File: src/design/slfr_pkg.sv
// Shared types, byte codes and result codes of the frame receiver.
package slfr_pkg;

    localparam int MAX_PAYLOAD = 256;
    localparam int CNT_W       = $clog2(MAX_PAYLOAD + 1);

    localparam int TQ_DEPTH = 4;
    localparam int TQ_PTR_W = $clog2(TQ_DEPTH);
    localparam int TQ_CNT_W = $clog2(TQ_DEPTH + 1);

    localparam int OQ_DEPTH = 2;
    localparam int OQ_PTR_W = $clog2(OQ_DEPTH);
    localparam int OQ_CNT_W = $clog2(OQ_DEPTH + 1);

    localparam logic [7:0] FLAG_BYTE = 8'h7E;
    localparam logic [7:0] ESC_BYTE  = 8'h7D;
    localparam logic [7:0] ESC_MASK  = 8'h20;

    localparam logic [7:0] CTL_SET  = 8'h03;
    localparam logic [7:0] CTL_UA   = 8'h07;
    localparam logic [7:0] CTL_DISC = 8'h0B;
    localparam logic [7:0] CTL_I0   = 8'h00;
    localparam logic [7:0] CTL_I1   = 8'h40;

    localparam logic [7:0] LINK_ADDRESS_RESET = 8'h03;

    localparam logic KIND_PAYLOAD = 1'b0;
    localparam logic KIND_VERDICT = 1'b1;

    localparam logic [2:0] FT_SET       = 3'd0;
    localparam logic [2:0] FT_UA        = 3'd1;
    localparam logic [2:0] FT_DISC      = 3'd2;
    localparam logic [2:0] FT_INFO0     = 3'd3;
    localparam logic [2:0] FT_INFO1     = 3'd4;
    localparam logic [2:0] FT_MALFORMED = 3'd5;

    localparam logic [2:0] RP_NONE = 3'd0;
    localparam logic [2:0] RP_UA   = 3'd1;
    localparam logic [2:0] RP_RR0  = 3'd2;
    localparam logic [2:0] RP_RR1  = 3'd3;
    localparam logic [2:0] RP_REJ0 = 3'd4;
    localparam logic [2:0] RP_REJ1 = 3'd5;
    localparam logic [2:0] RP_DISC = 3'd6;

    typedef struct packed {
        logic       is_flag;
        logic       esc;
        logic [7:0] data;
    } tok_t;

    typedef struct packed {
        logic       kind;
        logic [7:0] payload;
        logic [2:0] ftype;
        logic [2:0] reply;
    } res_t;

endpackage

File: src/design/slfr_tok_fifo.sv
// Short token queue between the destuffing front and the frame back end.
module slfr_tok_fifo (
    input  logic                clk,
    input  logic                rst_n,
    input  logic                wr_en,
    input  slfr_pkg::tok_t      wr_tok,
    output logic                full,
    input  logic                rd_en,
    output slfr_pkg::tok_t      rd_tok,
    output logic                empty
);

    slfr_pkg::tok_t                    mem_reg [slfr_pkg::TQ_DEPTH];
    logic [slfr_pkg::TQ_PTR_W-1:0]     wr_ptr_reg, wr_ptr_next;
    logic [slfr_pkg::TQ_PTR_W-1:0]     rd_ptr_reg, rd_ptr_next;
    logic [slfr_pkg::TQ_CNT_W-1:0]     cnt_reg, cnt_next;
    logic                              do_wr;
    logic                              do_rd;

    assign full   = (cnt_reg == slfr_pkg::TQ_CNT_W'(slfr_pkg::TQ_DEPTH));
    assign empty  = (cnt_reg == '0);
    assign rd_tok = mem_reg[rd_ptr_reg];
    assign do_wr  = wr_en && !full;
    assign do_rd  = rd_en && !empty;

    always_comb
    begin
        wr_ptr_next = do_wr ? wr_ptr_reg + 1'b1 : wr_ptr_reg;
        rd_ptr_next = do_rd ? rd_ptr_reg + 1'b1 : rd_ptr_reg;
        cnt_next    = cnt_reg;
        if (do_wr && !do_rd)
        begin
            cnt_next = cnt_reg + 1'b1;
        end
        else if (do_rd && !do_wr)
        begin
            cnt_next = cnt_reg - 1'b1;
        end
    end

    always_ff @(posedge clk)
    begin
        if (do_wr)
        begin
            mem_reg[wr_ptr_reg] <= wr_tok;
        end
    end

    always_ff @(posedge clk or negedge rst_n)
    begin
        if (!rst_n)
        begin
            wr_ptr_reg <= '0;
            rd_ptr_reg <= '0;
            cnt_reg    <= '0;
        end
        else
        begin
            wr_ptr_reg <= wr_ptr_next;
            rd_ptr_reg <= rd_ptr_next;
            cnt_reg    <= cnt_next;
        end
    end

endmodule

File: src/design/slfr_destuff.sv
// Front end: accepts line bytes, strips escapes and classifies flags and data.
module slfr_destuff (
    input  logic           clk,
    input  logic           rst_n,
    input  logic           in_valid,
    input  logic [7:0]     in_byte,
    input  logic           tok_full,
    output logic           tok_push,
    output slfr_pkg::tok_t tok
);

    logic esc_reg, esc_next;
    logic accept;

    assign accept = in_valid && !tok_full;

    always_comb
    begin
        esc_next     = esc_reg;
        tok_push     = 1'b0;
        tok.is_flag  = 1'b0;
        tok.esc      = esc_reg;
        tok.data     = esc_reg ? (in_byte ^ slfr_pkg::ESC_MASK) : in_byte;
        if (accept)
        begin
            if (in_byte == slfr_pkg::FLAG_BYTE)
            begin
                tok_push    = 1'b1;
                tok.is_flag = 1'b1;
                esc_next    = 1'b0;
            end
            else if (in_byte == slfr_pkg::ESC_BYTE && !esc_reg)
            begin
                esc_next = 1'b1;
            end
            else
            begin
                tok_push = 1'b1;
                esc_next = 1'b0;
            end
        end
    end

    always_ff @(posedge clk or negedge rst_n)
    begin
        if (!rst_n)
        begin
            esc_reg <= 1'b0;
        end
        else
        begin
            esc_reg <= esc_next;
        end
    end

endmodule

File: src/design/slfr_frame.sv
// Back end: frame state machine over destuffed tokens, with a result queue.
module slfr_frame (
    input  logic           clk,
    input  logic           rst_n,
    input  logic [7:0]     link_address,
    input  logic           tok_empty,
    input  slfr_pkg::tok_t tok,
    output logic           tok_pop,
    input  logic           res_pop,
    output logic           res_empty,
    output slfr_pkg::res_t res
);

    localparam logic [2:0] PH_HUNT  = 3'd0;
    localparam logic [2:0] PH_ADDR  = 3'd1;
    localparam logic [2:0] PH_CTRL  = 3'd2;
    localparam logic [2:0] PH_HCHK  = 3'd3;
    localparam logic [2:0] PH_BODY  = 3'd4;
    localparam logic [2:0] PH_CLOSE = 3'd5;
    localparam logic [2:0] PH_BAD   = 3'd6;
    localparam logic [2:0] PH_OVER  = 3'd7;

    logic [2:0]                     phase_reg, phase_next;
    logic [7:0]                     ctrl_reg, ctrl_next;
    logic [7:0]                     chk_reg, chk_next;
    logic [7:0]                     held_reg, held_next;
    logic                           held_vld_reg, held_vld_next;
    logic [slfr_pkg::CNT_W-1:0]     cnt_reg, cnt_next;

    slfr_pkg::res_t                 oq_reg [slfr_pkg::OQ_DEPTH];
    logic [slfr_pkg::OQ_PTR_W-1:0]  oq_wr_reg, oq_rd_reg;
    logic [slfr_pkg::OQ_CNT_W-1:0]  oq_cnt_reg, oq_cnt_next;

    logic                           res_fire;
    logic                           emit;
    slfr_pkg::res_t                 res_new;
    logic [2:0]                     rej;
    logic                           ctl_ok;

    assign res_empty = (oq_cnt_reg == '0);
    assign res       = oq_reg[oq_rd_reg];
    assign res_fire  = res_pop && !res_empty;
    assign tok_pop   = !tok_empty &&
                       ((oq_cnt_reg != slfr_pkg::OQ_CNT_W'(slfr_pkg::OQ_DEPTH)) || res_fire);
    assign rej       = (ctrl_reg == slfr_pkg::CTL_I1) ? slfr_pkg::RP_REJ1 : slfr_pkg::RP_REJ0;
    assign ctl_ok    = (tok.data == slfr_pkg::CTL_SET) || (tok.data == slfr_pkg::CTL_UA) ||
                       (tok.data == slfr_pkg::CTL_DISC) || (tok.data == slfr_pkg::CTL_I0) ||
                       (tok.data == slfr_pkg::CTL_I1);

    always_comb
    begin
        phase_next     = phase_reg;
        ctrl_next      = ctrl_reg;
        chk_next       = chk_reg;
        held_next      = held_reg;
        held_vld_next  = held_vld_reg;
        cnt_next       = cnt_reg;
        emit           = 1'b0;
        res_new.kind    = slfr_pkg::KIND_VERDICT;
        res_new.payload = 8'h00;
        res_new.ftype   = slfr_pkg::FT_MALFORMED;
        res_new.reply   = slfr_pkg::RP_NONE;
        if (tok_pop)
        begin
            if (tok.is_flag)
            begin
                phase_next = PH_ADDR;
                case (phase_reg)
                    PH_HUNT:
                    begin
                        emit = 1'b0;
                    end
                    PH_ADDR:
                    begin
                        emit = tok.esc;
                    end
                    PH_CTRL, PH_HCHK, PH_BAD:
                    begin
                        emit = 1'b1;
                    end
                    PH_CLOSE:
                    begin
                        emit = 1'b1;
                        if (tok.esc)
                        begin
                            res_new.ftype = slfr_pkg::FT_MALFORMED;
                        end
                        else if (ctrl_reg == slfr_pkg::CTL_SET)
                        begin
                            res_new.ftype = slfr_pkg::FT_SET;
                            res_new.reply = slfr_pkg::RP_UA;
                        end
                        else if (ctrl_reg == slfr_pkg::CTL_UA)
                        begin
                            res_new.ftype = slfr_pkg::FT_UA;
                        end
                        else
                        begin
                            res_new.ftype = slfr_pkg::FT_DISC;
                            res_new.reply = slfr_pkg::RP_DISC;
                        end
                    end
                    PH_OVER:
                    begin
                        emit          = 1'b1;
                        res_new.reply = rej;
                    end
                    PH_BODY:
                    begin
                        emit = 1'b1;
                        if (tok.esc || !held_vld_reg || held_reg != chk_reg)
                        begin
                            res_new.reply = rej;
                        end
                        else if (ctrl_reg == slfr_pkg::CTL_I1)
                        begin
                            res_new.ftype = slfr_pkg::FT_INFO1;
                            res_new.reply = slfr_pkg::RP_RR0;
                        end
                        else
                        begin
                            res_new.ftype = slfr_pkg::FT_INFO0;
                            res_new.reply = slfr_pkg::RP_RR1;
                        end
                    end
                    default:
                    begin
                        emit = 1'b0;
                    end
                endcase
            end
            else
            begin
                case (phase_reg)
                    PH_ADDR:
                    begin
                        if (tok.data == link_address)
                        begin
                            chk_next   = tok.data;
                            phase_next = PH_CTRL;
                        end
                        else
                        begin
                            phase_next = PH_BAD;
                        end
                    end
                    PH_CTRL:
                    begin
                        if (ctl_ok)
                        begin
                            ctrl_next  = tok.data;
                            chk_next   = chk_reg ^ tok.data;
                            phase_next = PH_HCHK;
                        end
                        else
                        begin
                            phase_next = PH_BAD;
                        end
                    end
                    PH_HCHK:
                    begin
                        if (tok.data != chk_reg)
                        begin
                            phase_next = PH_BAD;
                        end
                        else if (ctrl_reg == slfr_pkg::CTL_I0 || ctrl_reg == slfr_pkg::CTL_I1)
                        begin
                            chk_next      = 8'h00;
                            held_vld_next = 1'b0;
                            held_next     = 8'h00;
                            cnt_next      = '0;
                            phase_next    = PH_BODY;
                        end
                        else
                        begin
                            phase_next = PH_CLOSE;
                        end
                    end
                    PH_CLOSE:
                    begin
                        phase_next = PH_BAD;
                    end
                    PH_BODY:
                    begin
                        if (!held_vld_reg)
                        begin
                            held_next     = tok.data;
                            held_vld_next = 1'b1;
                        end
                        else if (cnt_reg >= slfr_pkg::CNT_W'(slfr_pkg::MAX_PAYLOAD))
                        begin
                            phase_next    = PH_OVER;
                            held_vld_next = 1'b0;
                        end
                        else
                        begin
                            chk_next        = chk_reg ^ held_reg;
                            cnt_next        = cnt_reg + 1'b1;
                            held_next       = tok.data;
                            emit            = 1'b1;
                            res_new.kind    = slfr_pkg::KIND_PAYLOAD;
                            res_new.payload = held_reg;
                            res_new.ftype   = slfr_pkg::FT_SET;
                            res_new.reply   = slfr_pkg::RP_NONE;
                        end
                    end
                    default:
                    begin
                        phase_next = phase_reg;
                    end
                endcase
            end
        end
    end

    always_comb
    begin
        oq_cnt_next = oq_cnt_reg;
        if (emit && !res_fire)
        begin
            oq_cnt_next = oq_cnt_reg + 1'b1;
        end
        else if (res_fire && !emit)
        begin
            oq_cnt_next = oq_cnt_reg - 1'b1;
        end
    end

    always_ff @(posedge clk)
    begin
        if (emit)
        begin
            oq_reg[oq_wr_reg] <= res_new;
        end
    end

    always_ff @(posedge clk or negedge rst_n)
    begin
        if (!rst_n)
        begin
            phase_reg    <= PH_HUNT;
            ctrl_reg     <= 8'h00;
            chk_reg      <= 8'h00;
            held_reg     <= 8'h00;
            held_vld_reg <= 1'b0;
            cnt_reg      <= '0;
            oq_wr_reg    <= '0;
            oq_rd_reg    <= '0;
            oq_cnt_reg   <= '0;
        end
        else
        begin
            phase_reg    <= phase_next;
            ctrl_reg     <= ctrl_next;
            chk_reg      <= chk_next;
            held_reg     <= held_next;
            held_vld_reg <= held_vld_next;
            cnt_reg      <= cnt_next;
            oq_cnt_reg   <= oq_cnt_next;
            if (emit)
            begin
                oq_wr_reg <= oq_wr_reg + 1'b1;
            end
            if (res_fire)
            begin
                oq_rd_reg <= oq_rd_reg + 1'b1;
            end
        end
    end

endmodule

File: src/design/stuffed_link_frame_receiver_unit.sv
// Top level of the byte-stuffed link frame receiver.
// The input side is a queue: drive a raw line byte on rx_byte with push high;
// the beat is taken at a rising edge where full is low. The result side is a
// queue too: while empty is low the oldest result sits on result_kind,
// payload_byte, frame_type and reply, and pop high at a rising edge takes it.
// A result of kind 0 is one destuffed payload byte; kind 1 is the verdict
// given at the closing flag of a frame, with frame type and the reply owed.
// The expected address is written through link_address_we and link_address; the user must write it
// only while the block is idle, which the block itself does not enforce; it resets to 3.
// One byte is accepted every cycle while full is low. A result shows on the
// outputs once the beat that caused it has passed the destuffing front into its
// token queue and then the frame state machine into its result queue.
// When the receiver holds pop low, the result queue fills, the frame machine
// stops, the four-entry token queue fills, and full rises; nothing is lost.
// Reset empties both queues, clears any pending escape and puts the frame
// machine back to hunting for an opening flag.
module stuffed_link_frame_receiver_unit (
    input  logic       clk,
    input  logic       rst_n,
    input  logic       push,
    output logic       full,
    input  logic [7:0] rx_byte,
    output logic       empty,
    input  logic       pop,
    output logic       result_kind,
    output logic [7:0] payload_byte,
    output logic [2:0] frame_type,
    output logic [2:0] reply,
    input  logic       link_address_we,
    input  logic [7:0] link_address
);

    logic [7:0]     link_address_reg;
    logic           tq_push;
    logic           tq_full;
    logic           tq_pop;
    logic           tq_empty;
    slfr_pkg::tok_t tq_wr_tok;
    slfr_pkg::tok_t tq_rd_tok;
    slfr_pkg::res_t res;

    always_ff @(posedge clk or negedge rst_n)
    begin
        if (!rst_n)
        begin
            link_address_reg <= slfr_pkg::LINK_ADDRESS_RESET;
        end
        else if (link_address_we)
        begin
            link_address_reg <= link_address;
        end
    end

    assign full = tq_full;

    slfr_destuff u_front (
        .clk      (clk),
        .rst_n    (rst_n),
        .in_valid (push),
        .in_byte  (rx_byte),
        .tok_full (tq_full),
        .tok_push (tq_push),
        .tok      (tq_wr_tok)
    );

    slfr_tok_fifo u_tq (
        .clk    (clk),
        .rst_n  (rst_n),
        .wr_en  (tq_push),
        .wr_tok (tq_wr_tok),
        .full   (tq_full),
        .rd_en  (tq_pop),
        .rd_tok (tq_rd_tok),
        .empty  (tq_empty)
    );

    slfr_frame u_back (
        .clk          (clk),
        .rst_n        (rst_n),
        .link_address (link_address_reg),
        .tok_empty    (tq_empty),
        .tok          (tq_rd_tok),
        .tok_pop      (tq_pop),
        .res_pop      (pop),
        .res_empty    (empty),
        .res          (res)
    );

    assign result_kind  = res.kind;
    assign payload_byte = res.payload;
    assign frame_type   = res.ftype;
    assign reply        = res.reply;

endmodule

File: config.mk
export PLATFORM = sky130hd
export DESIGN_NAME = stuffed_link_frame_receiver_unit
export DESIGN_NICKNAME = d
export VERILOG_FILES = /design/src/design/slfr_pkg.sv /design/src/design/slfr_tok_fifo.sv /design/src/design/slfr_destuff.sv /design/src/design/slfr_frame.sv /design/src/design/stuffed_link_frame_receiver_unit.sv
export SDC_FILE = /design/constraint.sdc
export NUM_CORES = 1
export LEC_CHECK = 0
export BUFFER_PORTS_ARGS = -buffer_cell sky130_fd_sc_hd__buf_4
export CAP_MARGIN = 30
export CORE_UTILIZATION = 55
export CTS_CLUSTER_DIAMETER = 50
export CTS_CLUSTER_SIZE = 10
export DETAILED_ROUTE_END_ITERATION = 16
export PLACE_DENSITY = 0.75
export SLEW_MARGIN = 10
export SYNTH_ARGS = -nofsm -noshare
export SYNTH_HDL_FRONTEND = slang
export SYNTH_SLANG_ARGS = --single-unit
File: constraint.sdc
create_clock -name clk -period 6.95 [get_ports clk]
set_input_delay 0.3475 -clock clk [delete_from_list [all_inputs] [get_ports clk]]
set_output_delay 0.3475 -clock clk [all_outputs]
set_load 0.01 [all_outputs]
==> results.txt <==
----------------------------------------------------
[Run status]
  Status ... finished, final reports clean

[Synth]
  Post-synth net total ... between 500 and 600
  Count of unique library cells instantiated by Yosys ... 58
  Async S/R FF share, synth ... 0.449
  Portion of synthesized cell area occupied by the leading cell type ... 0.348
  Largest cells by area after synthesis ... sky130_fd_sc_hd__edfxtp_1 35%, sky130_fd_sc_hd__dfrtp_1 23%, sky130_fd_sc_hd__mux2_2 5.6%, sky130_fd_sc_hd__xnor2_1 4.2%, sky130_fd_sc_hd__mux4_2 2.6%
  Library cell occupying the most area in the post-synthesis netlist ... sky130_fd_sc_hd__edfxtp_1
  Most common cell in the netlist ... sky130_fd_sc_hd__edfxtp_1
  Flop and latch count out of synthesis ... about 130
  Synthesized area per cell ... approximately 13 um2
  Synth warn ... 0
  Total standard cell area after synthesis ... approximately 6000 um2
  Most instantiated flip-flop cell in the synthesis netlist ... sky130_fd_sc_hd__edfxtp_1
  Number of enable-type register cells in the synthesized netlist ... 70
  Sequential share of the synthesized area ... 0.584
  Post-synth top cells ... 70 x sky130_fd_sc_hd__edfxtp_1, 55 x sky130_fd_sc_hd__dfrtp_1, 35 x sky130_fd_sc_hd__nor2_1, 30 x sky130_fd_sc_hd__mux2_2, 29 x sky130_fd_sc_hd__xnor2_1
  Cell count after synthesis ... 474

[Power]
  Switching share of power ... 0.370
  Comb pwr share ... 0.361
  Clock power share ... 0.258
  Net Sw Power ... ~1.3 mW
  Leakage power summed over all cells ... between 2 and 3 nW
  Internal power summed over all cells ... around 2.1 mW
  Pwr dens ... ~490 nW/um2
  Peak supply drop ... approximately 0.00023 V
  Sequential share of power ... 0.381

[Place]
  Port bufs ... 37
  Post-Place Setup Slack ... 2800 ps
  HPWL after DPL ... ~8300 um
  Gp weighted congestion ... slightly above 0.9
  Number of cells after detailed placement ... around 630
  Total cell area at the placement stage ... ~6400 um2

[Clocking]
  Cell chosen for the clock root ... sky130_fd_sc_hd__clkbuf_8
  Deepest level of the CTS H-tree ... 4
  TritonCTS Sinks ... 127
  Clock tree from TritonCTS ... yes
  Skew-Pair Late Insertion Delay ... roughly 520 ps
  Buffer count from post-CTS setup fixing ... 0
  Clock transition at the registers of the reported paths ... approximately 60 ps
  Number of clock buffers inserted by TritonCTS ... 17
  Deepest clock path buffer count ... 2

[Layout]
  Number of flip-flops in the largest register ... 40
  Fill cell total of the finished layout ... 757
  Final cell count without fillers ... 660
  Net total in the final layout ... about 540
  Ant diodes ... 0
  Footprint of the multi-input gates ... roughly 2300 um2
  Area overhead of the layout relative to synthesis ... 15.5%
  FF+latch area ... 3530 um2
  Final core utilization ... 0.665
  Share of post-route cells with drive strength above 1 ... 0.218
  Cell area after layout ... about 7000 um2

[STA]
  Worst-Margin Slew ... roughly 870 ps
  Worst clock skew on the final layout ... between 6 and 7 ps
  Setup violations, final ... 0
  Setup repair after global routing missed its margin ... false
  Highest achievable clock rate ... about 250 MHz
  Setup slack after layout ... ~2900 ps
  Share of the cycle needed by the critical path after routing ... 0.583
  Final Hold Fails ... 0
  Sum of negative setup slack ... 0 ps
  Time the worst path needs with I/O delays and setup ... between 4000 and 5000 ps
  Final max-slew violation count ... 0
  Relative max-transition margin ... 0.416

[Global route]
  Number of global-route vias before repair ... 4013
  Maximum number of pins on one net before global-route repair ... 58
  Gr usage total ... 0.237
  Antenna violations before repair ... 0
  Wire length of the first global-routing pass ... ~20000 um
  Gr ovfl total ... 0

[Job]
  Max-cap viol count ... 0

[Worst setup path]
  Setup crit end kind ... register
  Critical path class ... register to register
  Endpoint required time on the critical path ... just over 7000 ps
  Critical path startpoint category ... register
  Maximum fanout encountered on the critical timing path ... 16
  Arrival @ worst endpoint ... around 4300 ps

[Drt]
  Antenna violation net count after detailed routing ... 0
  Initial detailed-routing violation count ... approximately 290
  Via/cell ratio ... around 6
  Remaining routing DRC violations ... 0
  Average wire length per cell after detail routing ... between 15 and 20 um
  Total via count in the routed design ... around 4.0k
  Final Routed Wirelength ... 12400 um
  Detailed-routing iteration count for the pre-antenna-repair pass ... 7

[Floorplanning]
  Floorplan die width ... between 100 and 150 um
  Number of cell rows ... 37
  Ports ... 38
  Effective utilization at floorplan ... 0.575
  Die span in y ... ~110 um
  Die Footprint ... approximately 11000 um2
  Std-Cell Core Area ... between 10000 and 15000 um2

[Worst hold path]
  Hold Path Class ... input pin to register

----------------------------------------------------
-- routing by layer --
metal,vias up,GRT usage,part of all wire
met4,0,0.102,0.017
li1,1848,-,-
met1,1932,0.292,0.41
met2,170,0.399,0.51
met3,18,0.0565,0.058
met5,-,0,0
-- path summary, 6_finish.rpt --
path,startpoint,endpoint,slack [ps],cells past startpoint
max,u_tq.rd_ptr_reg[0]$_DFFE_PN0P_,u_back.oq_reg[0][5]$_DFFE_PP_,2900,7
min reg2reg,u_back.cnt_reg[7]$_DFFE_PN0P_,u_back.cnt_reg[7]$_DFFE_PN0P_,490,1
min in group asynchronous,rst_n,u_tq.wr_ptr_reg[0]$_DFFE_PN0P_,430,2
min,rx_byte[7],u_tq.mem_reg[0][7]$_DFFE_PP_,40,1
max in group asynchronous,rst_n,u_back.held_reg[7]$_DFFE_PN0P_,6010,2
max reg2reg,u_tq.rd_ptr_reg[0]$_DFFE_PN0P_,u_back.oq_reg[0][5]$_DFFE_PP_,2900,7
-- final cells by class --
type | count | area share
Sequential cell | 127 | 0.505
Multi-Input combinational cell | 305 | 0.333
Inverter | 20 | 0.0107
Tap cell | 136 | 0.0244
Clock buffer | 19 | 0.0604
Clock inverter | 13 | 0.0233
Timing Repair Buffer | 40 | 0.0433
-- metrics by stage --
step	total power [mW]	hold slack, ps
finish	3.39	35.4
CTS	3.39	27.7
global placement	2.46	450
global route	3.59	19.6
detailed placement	2.51	457
floorplan	2.18	51.9
-- worst max-delay path, stage by stage (launching register included) --
cell                       delay, ps
sky130_fd_sc_hd__dfrtp_1         800
sky130_fd_sc_hd__mux4_1          730
sky130_fd_sc_hd__nand2b_1        300
sky130_fd_sc_hd__nor4_4          690
sky130_fd_sc_hd__inv_1           240
sky130_fd_sc_hd__o21ai_0         230
sky130_fd_sc_hd__nor2b_1         480
sky130_fd_sc_hd__buf_4           280
-- power by group through the flow --
stage	Sequential, mW	Clock [mW]	Combinational, mW
floorplan	1.16	0	1.02
global placement	1.29	0	1.17
detailed placement	1.30	0	1.21
CTS	1.29	0.881	1.22
global route	1.32	0.918	1.35
finish	1.29	0.874	1.22
-- cells by family (layout without fill, tap and decap cells) --
kind of cell | Yosys count | after routing | synth area share
flip-flops | 127 | 127 | 0.584
multiplexers | 44 | 44 | 0.102
AO/OA/AOI/OAI | 92 | 92 | 0.0999
XOR/XNOR | 35 | 35 | 0.0519
adder cells (fa/ha/maj) | 11 | 11 | 0.0240
buffers and inverters | 42 | 92 | 0.0319
AND/OR/NAND/NOR | 123 | 123 | 0.107
-- cell usage in the layout, fill, tap and decap left out, drive strengths merged, types with 5 or more instances in the layout --
cell type | Yosys | final
clkbuf | 15 | 19
dfrtp | 55 | 55
nor2 | 35 | 35
xor2 | 5 | 5
nand4 | 5 | 5
mux2 | 30 | 30
a21oi | 21 | 21
mux4 | 10 | 10
edfxtp | 70 | 70
nand2 | 25 | 25
a22o | 8 | 8
a31oi | 9 | 9
o21ai | 20 | 20
buf | 7 | 39
nor4 | 6 | 6
and2 | 14 | 14
a32oi | 7 | 7
inv | 19 | 22
nor3 | 6 | 6
o22ai | 15 | 15
or4 | 6 | 6
ha | 10 | 10
xnor2 | 30 | 30
nor2b | 5 | 5
-- repair_timing --
action,in CTS,in global routing
setup endpoints to repair,0,0
gates resized for setup,0,0
hold endpoints to repair,55,0
hold buffers,1,0
Note: power is estimated with default switching activity, not from simulation.
